## config.mk

```make
export PLATFORM = sky130hd
export DESIGN_NAME = xml_element_splitter_unit
export DESIGN_NICKNAME = d
export VERILOG_FILES = /design/src/rtl/xes_pkg.sv /design/src/rtl/xml_element_splitter_unit.sv
export SDC_FILE = /design/constraint.sdc
export NUM_CORES = 1
export LEC_CHECK = 0
export ABC_AREA = 1
export BUFFER_PORTS_ARGS = -buffer_cell sky130_fd_sc_hd__buf_2
export CAP_MARGIN = 40
export CELL_PAD_IN_SITES_DETAIL_PLACEMENT = 1
export CELL_PAD_IN_SITES_GLOBAL_PLACEMENT = 1
export CORE_ASPECT_RATIO = 0.7
export CORE_UTILIZATION = 38
export CTS_BUF_LIST = sky130_fd_sc_hd__clkbuf_8 sky130_fd_sc_hd__clkbuf_16
export DETAILED_ROUTE_END_ITERATION = 8
export PLACE_DENSITY_LB_ADDON = 0.1
export SLEW_MARGIN = 20
export SYNTH_ARGS = -nofsm -noshare
export SYNTH_HDL_FRONTEND = slang
export SYNTH_SLANG_ARGS = --single-unit
```

## constraint.sdc

```tcl
create_clock -name clk_i -period 1.6 [get_ports clk_i]
set_input_delay 0.16 -clock clk_i [delete_from_list [all_inputs] [get_ports clk_i]]
set_output_delay 0.16 -clock clk_i [all_outputs]
set_load 0.1 [all_outputs]
```

## src/rtl/xes_pkg.sv

```systemverilog
// ----------------------------------------------------------------------------
// XML element splitter package
// Lexer state codes, character constants and default parameters.
// ----------------------------------------------------------------------------
`timescale 1ns / 1ps
`default_nettype none

package xes_pkg;

  localparam int unsigned MaxNestDefault = 255;
  localparam int unsigned ByteW          = 8;
  localparam int unsigned SplitW         = 8;

  typedef logic [ByteW-1:0] byte_t;

  typedef enum logic [3:0] {
    LxText   = 4'd0,
    LxOpen   = 4'd1,
    LxTag    = 4'd2,
    LxEndTag = 4'd3,
    LxSlash  = 4'd4,
    LxCmt    = 4'd5,
    LxCmtD1  = 4'd6,
    LxCmtD2  = 4'd7,
    LxPi     = 4'd8,
    LxPiQ    = 4'd9,
    LxQuot   = 4'd10,
    LxQesc   = 4'd11
  } lex_state_e;

  localparam byte_t ChLt     = 8'h3C; // <
  localparam byte_t ChGt     = 8'h3E; // >
  localparam byte_t ChQmark  = 8'h3F; // ?
  localparam byte_t ChBang   = 8'h21; // !
  localparam byte_t ChSlash  = 8'h2F; // /
  localparam byte_t ChDquote = 8'h22; // "
  localparam byte_t ChSquote = 8'h27; // '
  localparam byte_t ChDash   = 8'h2D; // -
  localparam byte_t ChBslash = 8'h5C; // backslash

endpackage

`default_nettype wire

```

## src/rtl/xml_element_splitter_unit.sv

```systemverilog
// ----------------------------------------------------------------------------
// XML element splitter unit
// Passes XML bytes through and marks record start and end bytes.
// ----------------------------------------------------------------------------
// Pipeline: the input register loads at the input transaction, then the lexer
//   update and marks are registered into the result register.
// Throughput: one byte per cycle while the result channel is not stalled.
// Reset: lexer to text, nest level 0, double quote active, split_depth 0,
//   both stages empty.
`timescale 1ns / 1ps
`default_nettype none

module xml_element_splitter_unit #(
  parameter int unsigned MaxNest = xes_pkg::MaxNestDefault
) (
  input  wire logic                       clk_i,
  input  wire logic                       rst_ni,
  input  wire logic                       cfg_valid_i,
  output      logic                       cfg_ready_o,
  input  wire logic [xes_pkg::SplitW-1:0] split_depth_i,
  input  wire logic                       in_valid_i,
  output      logic                       in_ready_o,
  input  wire logic [xes_pkg::ByteW-1:0]  byte_in_i,
  output      logic                       out_valid_o,
  input  wire logic                       out_ready_i,
  output      logic [xes_pkg::ByteW-1:0]  byte_out_o,
  output      logic                       start_mark_o,
  output      logic                       end_mark_o,
  output      logic                       depth_fault_o
);
  import xes_pkg::*;

  localparam int unsigned NestW = $clog2(MaxNest + 1);
  localparam int unsigned CmpW  = (NestW > SplitW) ? NestW : SplitW;
  localparam logic [NestW-1:0] NestMax = NestW'(MaxNest);

  logic [SplitW-1:0] split_q;

  logic              s1_valid_q;
  byte_t             s1_byte_q;
  logic              s1_adv;

  lex_state_e        lex_q, lex_d;
  logic [NestW-1:0]  nest_q, nest_d, nest_dec;
  logic              qsingle_q, qsingle_d;

  logic              out_valid_q;
  byte_t             out_byte_q;
  logic              smark_q, emark_q, fault_q;
  logic              smark_d, emark_d, fault_d;
  logic              out_free;
  byte_t             qch;
  logic              cur_eq, dec_eq;

  // Config writes are always taken
  assign cfg_ready_o = 1'b1;

  always_ff @(posedge clk_i or negedge rst_ni) begin
    if (!rst_ni) begin
      split_q <= '0;
    end else if (cfg_valid_i) begin
      split_q <= split_depth_i;
    end
  end

  assign out_free   = !out_valid_q || out_ready_i;
  assign s1_adv     = s1_valid_q && out_free;
  assign in_ready_o = !s1_valid_q || out_free;

  // Input register
  always_ff @(posedge clk_i or negedge rst_ni) begin
    if (!rst_ni) begin
      s1_valid_q <= 1'b0;
    end else if (in_ready_o) begin
      s1_valid_q <= in_valid_i;
    end
  end

  always_ff @(posedge clk_i) begin
    if (in_ready_o && in_valid_i) begin
      s1_byte_q <= byte_in_i;
    end
  end

  assign qch      = qsingle_q ? ChSquote : ChDquote;
  assign nest_dec = (nest_q == '0) ? '0 : nest_q - NestW'(1);
  assign cur_eq   = CmpW'(nest_q) == CmpW'(split_q);
  assign dec_eq   = CmpW'(nest_dec) == CmpW'(split_q);

  // Next lexer state
  always_comb begin
    lex_d     = lex_q;
    nest_d    = nest_q;
    qsingle_d = qsingle_q;
    case (lex_q)
      LxText: begin
        if (s1_byte_q == ChLt) lex_d = LxOpen;
      end
      LxOpen: begin
        if (s1_byte_q == ChQmark)      lex_d = LxPi;
        else if (s1_byte_q == ChBang)  lex_d = LxCmt;
        else if (s1_byte_q == ChSlash) lex_d = LxEndTag;
        else                           lex_d = LxTag;
      end
      LxTag: begin
        if (s1_byte_q == ChGt) begin
          lex_d  = LxText;
          nest_d = (nest_q >= NestMax) ? NestMax : nest_q + NestW'(1);
        end else if (s1_byte_q == ChDquote) begin
          lex_d     = LxQuot;
          qsingle_d = 1'b0;
        end else if (s1_byte_q == ChSquote) begin
          lex_d     = LxQuot;
          qsingle_d = 1'b1;
        end else if (s1_byte_q == ChSlash) begin
          lex_d = LxSlash;
        end
      end
      LxEndTag: begin
        if (s1_byte_q == ChGt) begin
          lex_d  = LxText;
          nest_d = nest_dec;
        end
      end
      LxSlash: begin
        lex_d = (s1_byte_q == ChGt) ? LxText : LxTag;
      end
      LxCmt: begin
        if (s1_byte_q == ChDash) lex_d = LxCmtD1;
      end
      LxCmtD1: begin
        lex_d = (s1_byte_q == ChDash) ? LxCmtD2 : LxCmt;
      end
      LxCmtD2: begin
        lex_d = (s1_byte_q == ChGt) ? LxText : LxCmt;
      end
      LxPi: begin
        if (s1_byte_q == ChQmark) lex_d = LxPiQ;
      end
      LxPiQ: begin
        lex_d = (s1_byte_q == ChGt) ? LxText : LxPi;
      end
      LxQuot: begin
        if (s1_byte_q == qch)           lex_d = LxTag;
        else if (s1_byte_q == ChBslash) lex_d = LxQesc;
      end
      LxQesc: begin
        lex_d = LxQuot;
      end
      default: begin
        lex_d = LxText;
      end
    endcase
  end

  // Marks for the current byte
  always_comb begin
    smark_d = 1'b0;
    emark_d = 1'b0;
    fault_d = 1'b0;
    case (lex_q)
      LxText: begin
        smark_d = (s1_byte_q == ChLt) && cur_eq;
      end
      LxTag: begin
        fault_d = (s1_byte_q == ChGt) && (nest_q >= NestMax);
      end
      LxEndTag: begin
        // closing tag at level zero saturates and still tests for an end
        fault_d = (s1_byte_q == ChGt) && (nest_q == '0);
        emark_d = (s1_byte_q == ChGt) && dec_eq;
      end
      LxSlash: begin
        emark_d = (s1_byte_q == ChGt) && cur_eq;
      end
      default: begin
        smark_d = 1'b0;
      end
    endcase
  end

  always_ff @(posedge clk_i or negedge rst_ni) begin
    if (!rst_ni) begin
      lex_q       <= LxText;
      nest_q      <= '0;
      qsingle_q   <= 1'b0;
      out_valid_q <= 1'b0;
    end else begin
      if (s1_adv) begin
        lex_q     <= lex_d;
        nest_q    <= nest_d;
        qsingle_q <= qsingle_d;
      end
      if (out_free) begin
        out_valid_q <= s1_valid_q;
      end
    end
  end

  // Result register
  always_ff @(posedge clk_i) begin
    if (s1_adv) begin
      out_byte_q <= s1_byte_q;
      smark_q    <= smark_d;
      emark_q    <= emark_d;
      fault_q    <= fault_d;
    end
  end

  assign out_valid_o   = out_valid_q;
  assign byte_out_o    = out_byte_q;
  assign start_mark_o  = smark_q;
  assign end_mark_o    = emark_q;
  assign depth_fault_o = fault_q;

endmodule

`default_nettype wire

```

Word-level counts from Yosys, hierarchy flattened
Index checks and enable logic that the tools add are counted.
Word-level totals
  input port bits: 21
  output and inout bits: 14
  bits in registers: 42
  memories kept: 0
  ROM bits: 0
  memory bits (writable): 0
  logic and storage cells: 91
  latch bits: 0
Cells by class
  $lt $le $gt $ge: 1
  shifts and indexed selects: 0
  reductions and logical operators: 18
  multiply operators: 0
  add/sub/neg operators: 2
  divide/modulo/power cells: 0
  equality and inequality tests: 30
  mux-type cells: 28
  bitwise gates (word level): 1
Operator list (number)
  == test 8 x 6 -> 1 bit, second input constant: 8
  2-to-1 mux 4 bit: 12
  one-hot mux 4 bit (12 select lines): 1
  2-to-1 mux 8 bit: 4
  == test 4 x 3 -> 1 bit, second input constant: 4
  == test 4 bit, second input constant: 4
  == test 8 bit: 2
  one-hot mux 8 bit (2 select lines): 1
  inequality test 2 bit, second input constant: 5
  2-to-1 mux 3 bit: 3
  adder 8 x 1 -> 8 bit, second input constant: 1
  == test 4 x 2 -> 1 bit, second input constant: 2
  == test 8 x 6 -> 1 bit: 1
  == test 8 x 7 -> 1 bit, second input constant: 1
  greater-or-equal comparator 8 bit, second input constant: 1
  zero test 8 bit: 1
  AND reduction 4 bit: 2
  subtractor 8 x 1 -> 8 bit, second input constant: 1
  logical AND 1 bit: 7
  AND reduction 7 bit: 1
  inequality test 5 bit, second input constant: 1
  == test 4 x 1 -> 1 bit, second input constant: 1
  zero test 4 bit: 1
  2-to-1 mux 2 bit: 2
  7 further kinds: 13

Longest topological paths before layout
Gate-level depths: netlist of run 1.
  word-level depth: 6
  depth in mapped cells: 13
  mapped depth without buffers: 13

Least setup slack after synthesis of run 1
No wires, ideal clock.
  kind: register to register
  start point: register out_valid_q (netlist: out_valid_o)
  end point: register s1_byte_q[0] (enable)
  library setup time: 0.279 ns
  data arrival time: 2.370 ns
  required time: 1.321 ns
  setup slack: -1.048 ns
  period minus slack after synthesis: 2.648 ns
  buffers on the path: 0
  cell stages (with the launch flop): 4
  cell sequence: dfrtp_1 nand3_1 nand2_1 inv_1
On the way
  word-level cells in the longest chain between the ends: 4
RTL lines
  from (decl): RTL line xml_element_splitter_unit.sv:47  | logic out_valid_q;
  from (signal assigned): RTL line xml_element_splitter_unit.sv:195  | out_valid_q <= s1_valid_q;
  zero test 1 bit: RTL line xml_element_splitter_unit.sv:66  | assign out_free = !out_valid_q || out_ready_i;
  logical OR 1 bit: RTL line xml_element_splitter_unit.sv:66
  logical OR 1 bit: RTL line xml_element_splitter_unit.sv:68  | assign in_ready_o = !s1_valid_q || out_free;
  named net in_ready_o: RTL line xml_element_splitter_unit.sv:22  | output logic in_ready_o,
  logical AND 1 bit: RTL line xml_element_splitter_unit.sv:80  | if (in_ready_o && in_valid_i) begin
  to (signal assigned): RTL line xml_element_splitter_unit.sv:81  | s1_byte_q <= byte_in_i;
  to (decl): RTL line xml_element_splitter_unit.sv:40  | byte_t s1_byte_q;
The timed path passes the listed nets, and every way through them passes these cells.
A chain may end at the register's enable or synchronous reset.

Final worst setup path of run 1
  start point: register nest_q[0]
  end point: register emark_q (netlist: end_mark_o) (data pin)
On the way
  word-level cells in the longest chain between the ends: 5
  elaborated cells between the ends (all ways): 8
  those cells by class: 1 x add/sub; 2 x eq/ne; 2 x mux; 3 x reduce/logical
RTL lines
  from (decl): RTL line xml_element_splitter_unit.sv:44  | logic [NestW-1:0] nest_q, nest_d, nest_dec;
  from (signal assigned): RTL line xml_element_splitter_unit.sv:191  | nest_q <= nest_d;
  subtractor 8 x 1 -> 8 bit / zero test 8 bit (equally long branches): RTL line xml_element_splitter_unit.sv:86  | assign nest_dec = (nest_q == '0) ? '0 : nest_q - NestW'(1);
  2-to-1 mux 8 bit: RTL line xml_element_splitter_unit.sv:86
  == test 8 bit: RTL line xml_element_splitter_unit.sv:88  | assign dec_eq = CmpW'(nest_dec) == CmpW'(split_q);
  logical AND 1 bit: RTL line xml_element_splitter_unit.sv:171  | emark_d = (s1_byte_q == ChGt) && dec_eq;
  one-hot mux 1 bit (2 select lines) *: RTL line xml_element_splitter_unit.sv:161  | case (lex_q)
  to (signal assigned): RTL line xml_element_splitter_unit.sv:205  | emark_q <= emark_d;
  to (decl): RTL line xml_element_splitter_unit.sv:49  | logic smark_q, emark_q, fault_q;
Mark *: on every way between the ends. The rest lies on a longest branch, timed or not.

==> flow_results.xml, run 1 <==
<?xml version="1.0" encoding="UTF-8"?>
<metrics>
  <group name="clock_tree">
    <metric name="clk_latency" unit="ns">0.31</metric>
    <metric name="clock_tree.buffer_depth" unit="">2</metric>
    <metric name="numCtsBuffers" unit="">5</metric>
    <metric name="cts_root_buffer" unit="">clkbuf_8</metric>
    <metric name="path_clk_slew" unit="ns">0.09</metric>
    <metric name="cts-htree-levels" unit="">2</metric>
    <metric name="cts.sinks" unit="">42</metric>
    <metric name="tritoncts" unit="">done</metric>
  </group>
  <group name="setup_path">
    <metric name="worst_path_largest_cell_delay" unit="ns">0.42</metric>
    <metric name="critPathRequiredTime" unit="ns">1.77</metric>
    <metric name="cp_common_cell" unit="">nand2_1</metric>
    <metric name="timing.setup.critical_path_class" unit="">flip-flop to flip-flop</metric>
    <metric name="timing.critical_path.max_delay_family" unit="">simple AND/OR/NAND/NOR gates</metric>
    <metric name="critical_path.slowest_cell" unit="">dfrtp_1</metric>
    <metric name="critical_path.n_buffers_inverters" unit="">1</metric>
    <metric name="worstSetupEndpointType" unit="">flip-flop</metric>
    <metric name="setup_crit_start_kind" unit="">flip-flop</metric>
    <metric name="timing.critical_path.arrival" unit="ns">2.20</metric>
    <metric name="highest_fanout_seen_on_the_critical_path" unit="">5</metric>
    <metric name="critical_path_cell_sequence" unit="">inv_2 &gt; ha_4 &gt; xor2_2 &gt; o21ai_1 &gt; nand2_1 &gt; nand2_1 &gt; nor2_1 &gt; nand2_1 &gt; nor2_1 &gt; nand3_1 &gt; a21oi_2</metric>
  </group>
  <group name="final_layout">
    <metric name="final_core_utilization" unit="">0.627</metric>
    <metric name="num-fill-cells" unit="">803</metric>
    <metric name="nets" unit="">503</metric>
    <metric name="area_growth" unit="%">58.3</metric>
    <metric name="layout-drive-gt1-share" unit="">0.501</metric>
    <metric name="n_antenna_cell" unit="">0</metric>
    <metric name="post_route_cell_area" unit="mm2">0.00426</metric>
  </group>
  <group name="power_and_ir_drop">
    <metric name="p_per_area" unit="mW/mm2">890</metric>
    <metric name="power_leakage" unit="nW">1.95</metric>
    <metric name="power.ir.vdd_worst" unit="mV">0.696</metric>
  </group>
  <group name="die">
    <metric name="io-pin-count" unit="">35</metric>
    <metric name="floorplan.die_area" unit="mm2">0.00743</metric>
    <metric name="fp.dieH" unit="um">72.4</metric>
    <metric name="core.rowCount" unit="">25</metric>
    <metric name="die_x_extent" unit="um">103</metric>
    <metric name="placeableCoreArea" unit="mm2">0.00679</metric>
    <metric name="initial_core_util" unit="">0.396</metric>
  </group>
  <group name="timing">
    <metric name="post-route-worst-setup-slack" unit="ns">-0.428</metric>
    <metric name="worst_clock_skew" unit="ns">0.00793</metric>
    <metric name="timing.hold.ws" unit="ns">0.0237</metric>
    <metric name="slew_violations" unit="">0</metric>
    <metric name="timing_hold_violations_final" unit="">0</metric>
    <metric name="finalCritPeriodShare" unit="">1.27</metric>
    <metric name="slew-limit-headroom" unit="">0.584</metric>
    <metric name="post-route-min-period" unit="ns">2.03</metric>
    <metric name="highest_achievable_clock_rate" unit="GHz">0.493</metric>
    <metric name="max_slew.worst_pin.slew" unit="ns">0.624</metric>
    <metric name="finalSetupViolations" unit="">16</metric>
    <metric name="rsz0062_at_grt" unit="">true</metric>
  </group>
  <group name="logic_synthesis">
    <metric name="mappedNetlistNets" unit="">375</metric>
    <metric name="yosysWarningCount" unit="">0</metric>
    <metric name="synth-seq-area-share" unit="">0.426</metric>
    <metric name="synth_area_leader_cell" unit="">dfrtp_1</metric>
    <metric name="synth_area" unit="mm2">0.00269</metric>
    <metric name="synth_cells" unit="">348</metric>
    <metric name="avgSynthCellArea" unit="um2">7.73</metric>
    <metric name="ys_seq_elements" unit="">42</metric>
    <metric name="ys_top_cells_by_area" unit="">dfrtp_1 21%, edfxtp_1 21%, nand2_1 13%</metric>
    <metric name="yosysUniqueCellTypes" unit="">38</metric>
    <metric name="yosys_top_cell_area_share" unit="">0.214</metric>
  </group>
  <group name="detailed_routing">
    <metric name="routed_wirelength" unit="mm">11.9</metric>
    <metric name="via_count" unit="">3102</metric>
    <metric name="wire_per_inst" unit="um">20.9</metric>
    <metric name="vias_per_cell" unit="">5.43</metric>
    <metric name="ant_nets" unit="">0</metric>
    <metric name="first_pass_iters" unit="">5</metric>
    <metric name="drt_iter0_markers" unit="">197</metric>
    <metric name="drcViolationCount" unit="">0</metric>
  </group>
  <group name="placement">
    <metric name="io_buffers" unit="">33</metric>
    <metric name="pre_cts_slack" unit="ns">-0.251</metric>
    <metric name="post_dp_cell_area" unit="mm2">0.00349</metric>
    <metric name="gp_congestion" unit="">0.832</metric>
    <metric name="detailed_place_hpwl" unit="mm">6.80</metric>
  </group>
  <group name="outcome">
    <metric name="result_of_the_run" unit="">finished with violations</metric>
    <metric name="violations" unit="">setup timing</metric>
  </group>
  <group name="grt">
    <metric name="grt_pass1_wl" unit="mm">15.4</metric>
    <metric name="number_of_global_route_vias_before_repair" unit="">2941</metric>
    <metric name="grt_max_degree" unit="">24</metric>
    <metric name="grt_antenna_before_repair" unit="">0</metric>
    <metric name="all_layer_gr_usage" unit="">0.283</metric>
    <metric name="grt_remaining_overflow" unit="">0</metric>
  </group>
  <group name="job">
    <metric name="max_cap_violations" unit="">0</metric>
  </group>
  <group name="min_path">
    <metric name="hp-class" unit="">input pin to flip-flop</metric>
  </group>
</metrics>
[cells in the final DEF (no fill, tap or decap), types with 8 or more instances in the layout]
cell / instances
edfxtp_1: 19
buf_2: 33
o21ai_0: 12
dfrtp_1: 19
o21ai_1: 13
nand2_2: 21
inv_1: 33
nor2_1: 17
xor2_1: 10
buf_6: 15
nand3_1: 17
buf_4: 78
inv_2: 10
nor2_4: 10
nand4_1: 8
nand2_1: 70
nor2_2: 11
[worst paths after layout]
kind                              start       endpoint  slack, ns  depth (start not counted)
max                           nest_q[0]     end_mark_o      -0.43                         11
min                        byte_in_i[3]   s1_byte_q[3]       0.02                          1
max reg2reg                   nest_q[0]     end_mark_o      -0.43                         11
min reg2reg                s1_byte_q[4]  byte_out_o[4]       0.52                          0
max in group asynchronous        rst_ni    out_valid_o       0.73                          2
min in group asynchronous        rst_ni      nest_q[3]       0.39                          2
[area by class of cell]
type,count,area [um2],area share
Clock buffer,5,68.8,0.0162
Clock inverter,3,25.0,0.00588
Inverter,48,196,0.0461
Multi-Input combinational cell,251,1750,0.410
Sequential cell,42,1150,0.271
Tap cell,94,118,0.0276
Timing Repair Buffer,128,950,0.223
[sequential cells by signal, summed over array words and instances, names as in the netlist, 4 cells and up]
| signal | cells |
|---|---|
| split_q | 8 |
| s1_byte_q | 8 |
| byte_out_o | 8 |
| lex_q | 4 |
| nest_q | 8 |
[synth_stat cells, drive strengths merged]
cell type	count
nand2	99
mux2i	1
o31ai	1
o221ai	1
o211ai	4
nand3	27
buf	6
conb	1
xor2	11
o22ai	1
or2	1
inv	46
ha	6
nor2	38
o21bai	1
nor4	2
dfrtp	23
clkinv	2
clkbuf	1
a21oi	5
edfxtp	19
nor3	11
a31oi	1
o21ai	31
nand4	9
[where the power goes]
part           switching (mW)  total (mW)  internal (mW)
logic                    1.12        1.68          0.561
registers               0.108        1.36           1.25
clock network           0.426       0.742          0.316
[cell families after synthesis]
| logic type | after synthesis | share of synthesized area |
|---|---|---|
| simple gates | 187 | 0.323 |
| buf+inv | 55 | 0.0888 |
| compound gates | 45 | 0.0930 |
| flops | 42 | 0.426 |
| xor+xnor | 11 | 0.0358 |
| fa+ha+maj | 6 | 0.0279 |
| other cells | 1 | 0.00139 |
| mux | 1 | 0.00372 |
[repair_timing]
item	CTS	global route
buffers inserted	16	11
hold buffers	1	0
gates resized for setup	78	56
pin swaps	38	42
endpoints found under the setup margin	16	16
hold endpoints to repair	23	0
[per-layer routing]
layer | routed length (um) | up-vias | GRT usage | share of wire
met3 | 845 | 45 | 0.0578 | 0.071
li1 | - | 1397 | - | -
met5 | 0 | - | 0 | 0
met2 | 5400 | 154 | 0.445 | 0.45
met4 | 446 | 0 | 0.0841 | 0.037
met1 | 5240 | 1506 | 0.391 | 0.44
[through the flow]
step / std cells / TNS (ns) / total power, mW
4_1_cts: 562 / -0.703 / 3.62
5_1_grt: 571 / -3.42 / 3.95
3_5_place_dp: 537 / -2.32 / 2.72
2_1_floorplan: 348 / 0 / 2.20
3_3_place_gp: 537 / -1.26 / 2.67
6_report: 571 / -2.49 / 3.79
(Power assumes the default switching activity.)
==> run 2, diff against run 1 <==
- CORE_ASPECT_RATIO: 0.7 -> not set
==> run 2 against run 1 <==
Net effect:
- the flow still finishes with violations (setup timing)
- critical path depth rose by 1
- maximum frequency grew 3.8%
- highest routed layer unchanged
- critical endpoint unchanged
- clock-buffer cell count is the same
- power fell by 1.3%
- design area down 1.4%
- critical path type unchanged
- clock skew rose by 0.0093 ns
==> flow_results.xml, run 2 (same netlist as run 1, synthesis figures left out) <==
<?xml version="1.0" encoding="UTF-8"?>
<metrics>
  <group name="outcome">
    <metric name="result_of_the_run" unit="">finished with violations</metric>
    <metric name="violations" unit="">setup timing</metric>
  </group>
  <group name="setup_path">
    <metric name="timing.critical_path.max_delay_family" unit="">simple AND/OR/NAND/NOR gates</metric>
    <metric name="setup_crit_start_kind" unit="">flip-flop</metric>
    <metric name="critPathRequiredTime" unit="ns">1.78</metric>
    <metric name="r2r_slack" unit="ns">-0.35</metric>
    <metric name="timing.setup.critical_path_class" unit="">flip-flop to flip-flop</metric>
    <metric name="worst_path_largest_cell_delay" unit="ns">0.44</metric>
    <metric name="timing.critical_path.arrival" unit="ns">2.13</metric>
    <metric name="highest_fanout_seen_on_the_critical_path" unit="">4</metric>
    <metric name="worstSetupEndpointType" unit="">flip-flop</metric>
    <metric name="cp_common_cell" unit="">nand2_1</metric>
    <metric name="critical_path.slowest_cell" unit="">dfrtp_1</metric>
    <metric name="critical_path.n_buffers_inverters" unit="">3</metric>
    <metric name="critical_path_cell_sequence" unit="">inv_2 &gt; buf_4 &gt; nand2_2 &gt; nor2_4 &gt; inv_2 &gt; nand2_1 &gt; nand3_2 &gt; nand2_1 &gt; nand2_1 &gt; nor2_1 &gt; nand3_2 &gt; a21oi_2</metric>
  </group>
  <group name="timing">
    <metric name="max_slew.worst_pin.slew" unit="ns">0.612</metric>
    <metric name="slew_violations" unit="">0</metric>
    <metric name="finalCritPeriodShare" unit="">1.22</metric>
    <metric name="timing_hold_violations_final" unit="">0</metric>
    <metric name="worst_clock_skew" unit="ns">0.0173</metric>
    <metric name="post-route-min-period" unit="ns">1.95</metric>
    <metric name="slew-limit-headroom" unit="">0.592</metric>
    <metric name="highest_achievable_clock_rate" unit="GHz">0.512</metric>
    <metric name="finalSetupViolations" unit="">16</metric>
    <metric name="setup-tns-final" unit="ns">-2.31</metric>
    <metric name="rsz0062_at_grt" unit="">true</metric>
    <metric name="post-route-worst-setup-slack" unit="ns">-0.353</metric>
  </group>
  <group name="placement">
    <metric name="detailed_place_hpwl" unit="mm">6.42</metric>
    <metric name="dpl.cell_count" unit="">538</metric>
    <metric name="gp_congestion" unit="">0.846</metric>
    <metric name="io_buffers" unit="">33</metric>
  </group>
  <group name="detailed_routing">
    <metric name="vias_per_cell" unit="">5.06</metric>
    <metric name="ant_nets" unit="">0</metric>
    <metric name="wire_per_inst" unit="um">18.3</metric>
    <metric name="routed_wirelength" unit="mm">10.5</metric>
    <metric name="drcViolationCount" unit="">0</metric>
    <metric name="via_count" unit="">2911</metric>
    <metric name="first_pass_iters" unit="">5</metric>
    <metric name="drt_iter0_markers" unit="">103</metric>
  </group>
  <group name="clock_tree">
    <metric name="cts.sinks" unit="">42</metric>
    <metric name="cts-htree-levels" unit="">2</metric>
    <metric name="clock_tree.buffer_depth" unit="">2</metric>
    <metric name="numCtsBuffers" unit="">5</metric>
    <metric name="tritoncts" unit="">done</metric>
    <metric name="path_clk_slew" unit="ns">0.11</metric>
    <metric name="clk_latency" unit="ns">0.32</metric>
    <metric name="cts_root_buffer" unit="">clkbuf_8</metric>
  </group>
  <group name="die">
    <metric name="core.rowCount" unit="">30</metric>
    <metric name="io-pin-count" unit="">35</metric>
    <metric name="floorplan.die_area" unit="mm2">0.00742</metric>
    <metric name="placeableCoreArea" unit="mm2">0.00683</metric>
    <metric name="initial_core_util" unit="">0.394</metric>
    <metric name="die_x_extent" unit="um">86.1</metric>
    <metric name="fp.dieH" unit="um">86.1</metric>
  </group>
  <group name="final_layout">
    <metric name="mostFrequentLayoutCells" unit="">91 x buf_4, 80 x nand2_1, 33 x buf_2, 32 x inv_1, 20 x nor2_1</metric>
    <metric name="n_antenna_cell" unit="">0</metric>
    <metric name="layout-drive-gt1-share" unit="">0.497</metric>
    <metric name="mostFrequentLayoutCell" unit="">buf_4</metric>
    <metric name="instances_no_fill" unit="">575</metric>
    <metric name="area_growth" unit="%">56.1</metric>
    <metric name="num-fill-cells" unit="">844</metric>
    <metric name="nets" unit="">505</metric>
  </group>
  <group name="power_and_ir_drop">
    <metric name="power.ir.vdd_worst" unit="mV">0.652</metric>
    <metric name="finalPower" unit="mW">3.74</metric>
    <metric name="power_leakage" unit="nW">1.97</metric>
    <metric name="p_per_area" unit="mW/mm2">891</metric>
  </group>
  <group name="grt">
    <metric name="grt_max_degree" unit="">24</metric>
    <metric name="all_layer_gr_usage" unit="">0.250</metric>
    <metric name="grt_pass1_wl" unit="mm">14.2</metric>
    <metric name="grt_antenna_before_repair" unit="">0</metric>
    <metric name="number_of_global_route_vias_before_repair" unit="">2812</metric>
    <metric name="grt_remaining_overflow" unit="">0</metric>
  </group>
  <group name="min_path">
    <metric name="hp-class" unit="">input pin to flip-flop</metric>
  </group>
  <group name="job">
    <metric name="max_cap_violations" unit="">0</metric>
  </group>
</metrics>
==> run 2: metrics by stage <==
step           utilization  instance area (um2)  setup slack, ns  hold WS [ns]
3_3_place_gp         0.510                 3480           -0.213         0.185
2_1_floorplan            -                 2730          0.00117        -0.136
6_report             0.615                 4200           -0.353        0.0183
5_1_grt              0.615                 4200           -0.478        0.0146
4_1_cts              0.560                 3820           -0.131        0.0160
3_5_place_dp         0.510                 3480           -0.208         0.196
==> run 2: cell type report <==
class / instances / area [um2] / share of cell area
multi-input combinational: 251 / 1710 / 0.408
sequential: 42 / 1150 / 0.275
timing repair buffer: 130 / 923 / 0.220
inverter: 48 / 193 / 0.0459
tap: 96 / 120 / 0.0286
clock buffer: 5 / 68.8 / 0.0164
clock inverter: 3 / 28.8 / 0.00685
==> run 2: worst paths after layout <==
kind                         startpoint             to  cells past startpoint
hold / removal             byte_in_i[7]   s1_byte_q[7]                      1
hold reg to reg            s1_byte_q[4]  byte_out_o[4]                      0
setup reg to reg              nest_q[0]     end_mark_o                     12
min in group asynchronous        rst_ni      nest_q[7]                      2
max in group asynchronous        rst_ni    out_valid_o                      2
setup / recovery              nest_q[0]     end_mark_o                     12
==> run 2: report_power, final <==
group / switching, mW / internal, mW
Sequential: 0.128 / 1.25
Clock: 0.473 / 0.328
Combinational: 1.02 / 0.538
Total: 1.62 / 2.12
==> run 2: metal layers <==
metal / track usage / vias up / wire length, um
met1: 0.367 / 1431 / 4960
met5: 0 / - / 0
met4: 0.0409 / 0 / 223
met3: 0.0298 / 22 / 318
li1: - / 1394 / -
met2: 0.401 / 64 / 5040
==> run 2: what timing repair did <==
| item | in CTS | in global routing |
|---|---|---|
| hold buffers | 1 | 0 |
| buffers inserted | 9 | 19 |
| resized for setup | 48 | 63 |
| setup endpoints to repair | 16 | 16 |
| pin swaps | 11 | 25 |
| hold endpoints to repair | 23 | 0 |
==> run 3, diff against run 2 <==
--- a/config.mk
+++ b/config.mk
@@ -16,3 +16,3 @@
 export PLACE_DENSITY_LB_ADDON = 0.1
-export SLEW_MARGIN = 20
+export SLEW_MARGIN = 40
 export SYNTH_ARGS = -nofsm -noshare
==> constraint.sdc (replaced) <==
create_clock -name clk_i -period 1.6 [get_ports clk_i]
set_input_delay 0.08 -clock clk_i [delete_from_list [all_inputs] [get_ports clk_i]]
set_output_delay 0.08 -clock clk_i [all_outputs]
set_load 0.1 [all_outputs]
==> run 3 against run 2 <==
Net effect:
- the run still ends with setup timing left
- maximum frequency is 4.2% lower
- critical path type unchanged
- largest power group unchanged
- via count increased by 14%
- critical path depth decreased by 3
- clock power rose by 2.6%
- non-clock buffer count up 16
- flip-flop and latch count stayed put
==> flow_results.xml, run 3 (same netlist as run 1, synthesis figures left out) <==
<?xml version="1.0" encoding="UTF-8"?>
<metrics>
  <group name="power_and_ir_drop">
    <metric name="power_leakage" unit="nW">2.06</metric>
    <metric name="clock_power_share" unit="">0.209</metric>
    <metric name="switching_share" unit="">0.447</metric>
    <metric name="power.combinational.fraction" unit="">0.436</metric>
    <metric name="power.ir.vdd_worst" unit="mV">0.551</metric>
    <metric name="p_per_area" unit="mW/mm2">884</metric>
    <metric name="power_report.internal_total" unit="mW">2.17</metric>
    <metric name="p_sw" unit="mW">1.75</metric>
    <metric name="seq_power_share" unit="">0.355</metric>
  </group>
  <group name="outcome">
    <metric name="violations" unit="">setup timing</metric>
    <metric name="result_of_the_run" unit="">finished with violations</metric>
  </group>
  <group name="setup_path">
    <metric name="critical_path.slowest_cell" unit="">dfrtp_1</metric>
    <metric name="timing.setup.critical_path_class" unit="">flip-flop to flip-flop</metric>
    <metric name="setup_crit_start_kind" unit="">flip-flop</metric>
    <metric name="highest_fanout_seen_on_the_critical_path" unit="">3</metric>
    <metric name="critPathRequiredTime" unit="ns">1.73</metric>
    <metric name="worst_path_largest_cell_delay" unit="ns">0.48</metric>
    <metric name="timing.critical_path.max_delay_family" unit="">simple AND/OR/NAND/NOR gates</metric>
    <metric name="critical_path_cell_sequence" unit="">inv_2 &gt; buf_4 &gt; buf_4 &gt; buf_4 &gt; nand2_1 &gt; nand4_1 &gt; nor2_2 &gt; nand2_1 &gt; nor4_2</metric>
    <metric name="cp_common_cell" unit="">buf_4</metric>
    <metric name="worstSetupEndpointType" unit="">flip-flop</metric>
    <metric name="critical_path.n_buffers_inverters" unit="">4</metric>
    <metric name="timing.critical_path.arrival" unit="ns">2.17</metric>
    <metric name="r2r_slack" unit="ns">-0.44</metric>
  </group>
  <group name="timing">
    <metric name="finalSetupViolations" unit="">15</metric>
    <metric name="post-route-min-period" unit="ns">2.04</metric>
    <metric name="rsz0062_at_grt" unit="">true</metric>
    <metric name="finalCritPeriodShare" unit="">1.27</metric>
    <metric name="slew-limit-headroom" unit="">0.607</metric>
    <metric name="worst_clock_skew" unit="ns">0.0168</metric>
    <metric name="highest_achievable_clock_rate" unit="GHz">0.490</metric>
    <metric name="post-route-worst-setup-slack" unit="ns">-0.439</metric>
    <metric name="max_slew.worst_pin.slew" unit="ns">0.590</metric>
    <metric name="setup-tns-final" unit="ns">-3.07</metric>
    <metric name="timing_hold_violations_final" unit="">0</metric>
    <metric name="slew_violations" unit="">0</metric>
  </group>
  <group name="grt">
    <metric name="grt_pass1_wl" unit="mm">15.8</metric>
    <metric name="grt_antenna_before_repair" unit="">0</metric>
    <metric name="number_of_global_route_vias_before_repair" unit="">3069</metric>
    <metric name="grt_remaining_overflow" unit="">0</metric>
    <metric name="grt_max_degree" unit="">24</metric>
    <metric name="all_layer_gr_usage" unit="">0.281</metric>
  </group>
  <group name="placement">
    <metric name="detailed_place_hpwl" unit="mm">6.42</metric>
    <metric name="io_buffers" unit="">33</metric>
    <metric name="gp_congestion" unit="">0.846</metric>
  </group>
  <group name="die">
    <metric name="die_x_extent" unit="um">86.1</metric>
    <metric name="initial_core_util" unit="">0.394</metric>
    <metric name="fp.dieH" unit="um">86.1</metric>
    <metric name="floorplan.die_area" unit="mm2">0.00742</metric>
    <metric name="core.rowCount" unit="">30</metric>
    <metric name="io-pin-count" unit="">35</metric>
    <metric name="placeableCoreArea" unit="mm2">0.00683</metric>
  </group>
  <group name="final_layout">
    <metric name="final_core_utilization" unit="">0.649</metric>
    <metric name="nets" unit="">521</metric>
    <metric name="mostFrequentLayoutCell" unit="">buf_4</metric>
    <metric name="area_growth" unit="%">64.9</metric>
    <metric name="layout-drive-gt1-share" unit="">0.493</metric>
    <metric name="mostFrequentLayoutCells" unit="">86 x buf_4, 79 x nand2_1, 34 x inv_1, 33 x buf_2</metric>
    <metric name="n_antenna_cell" unit="">0</metric>
  </group>
  <group name="detailed_routing">
    <metric name="drcViolationCount" unit="">0</metric>
    <metric name="wire_per_inst" unit="um">21.9</metric>
    <metric name="vias_per_cell" unit="">5.61</metric>
    <metric name="drt_iter0_markers" unit="">264</metric>
    <metric name="routed_wirelength" unit="mm">13.0</metric>
    <metric name="first_pass_iters" unit="">5</metric>
    <metric name="via_count" unit="">3316</metric>
    <metric name="ant_nets" unit="">0</metric>
  </group>
  <group name="clock_tree">
    <metric name="path_clk_slew" unit="ns">0.11</metric>
    <metric name="tritoncts" unit="">done</metric>
    <metric name="clock_tree.buffer_depth" unit="">2</metric>
    <metric name="cts.sinks" unit="">42</metric>
    <metric name="numCtsBuffers" unit="">5</metric>
    <metric name="cts-htree-levels" unit="">2</metric>
    <metric name="clk_latency" unit="ns">0.33</metric>
    <metric name="cts_root_buffer" unit="">clkbuf_8</metric>
  </group>
  <group name="min_path">
    <metric name="hp-class" unit="">input pin to flip-flop</metric>
  </group>
  <group name="job">
    <metric name="max_cap_violations" unit="">0</metric>
  </group>
</metrics>
## run 3: routing by layer
layer | GRT usage | share of wire | vias up | wire [um]
met4 | 0.0712 | 0.042 | 0 | 539
met2 | 0.468 | 0.48 | 185 | 6220
met5 | 0 | 0 | - | 0
li1 | - | - | 1430 | -
met1 | 0.388 | 0.41 | 1646 | 5370
met3 | 0.0337 | 0.063 | 55 | 821
## run 3: tightest hold or removal path: stages
cell     delay [ns]
buf_2          0.08
nand2_1        0.05
o21ai_0        0.08
## run 3: path summary, 6_finish.rpt
kind                                   from  cells after the start            end
setup / recovery                  nest_q[1]                      9   start_mark_o
hold / removal             split_depth_i[6]                      3     split_q[6]
setup reg to reg                  nest_q[1]                      9   start_mark_o
hold reg to reg                s1_byte_q[5]                      0  byte_out_o[5]
max in group asynchronous            rst_ni                      2    out_valid_o
min in group asynchronous            rst_ni                      2     split_q[6]
## run 3: final cells by class
| type | count | area (um2) |
|---|---|---|
| Sequential cell | 42 | 1150 |
| Fill cell | 802 | 2390 |
| Multi-Input combinational cell | 251 | 1770 |
| Clock buffer | 5 | 68.8 |
| Inverter | 48 | 195 |
| Tap cell | 96 | 120 |
| Clock inverter | 3 | 28.8 |
| Timing Repair Buffer | 146 | 1100 |
## run 3: timing repair
action	4_1_cts	5_1_grt
pin swaps	11	30
hold endpoints to repair	38	0
hold buffers	16	0
setup endpoints to repair	16	16
gates resized for setup	48	79
setup buffers	9	23
## run 3: metrics by stage
stage,cells,power [mW],setup slack [ns],instance area (um2),hold slack (ns)
CTS,571,3.59,-0.131,3970,0.0108
global placement,538,2.66,-0.213,3480,0.105
floorplan,348,2.20,0.00117,2730,-0.216
finish,591,3.92,-0.439,4440,0.00119
global route,591,4.08,-0.479,4440,0.0114
detailed placement,538,2.69,-0.208,3480,0.116
## run 3: power by group through the flow
stage,Sequential (mW),Clock (mW),Combinational [mW]
finish,1.39,0.822,1.71
floorplan,1.61,0,0.587
CTS,1.37,0.793,1.42
detailed placement,1.39,0,1.30
global route,1.40,0.856,1.82
global placement,1.38,0,1.28
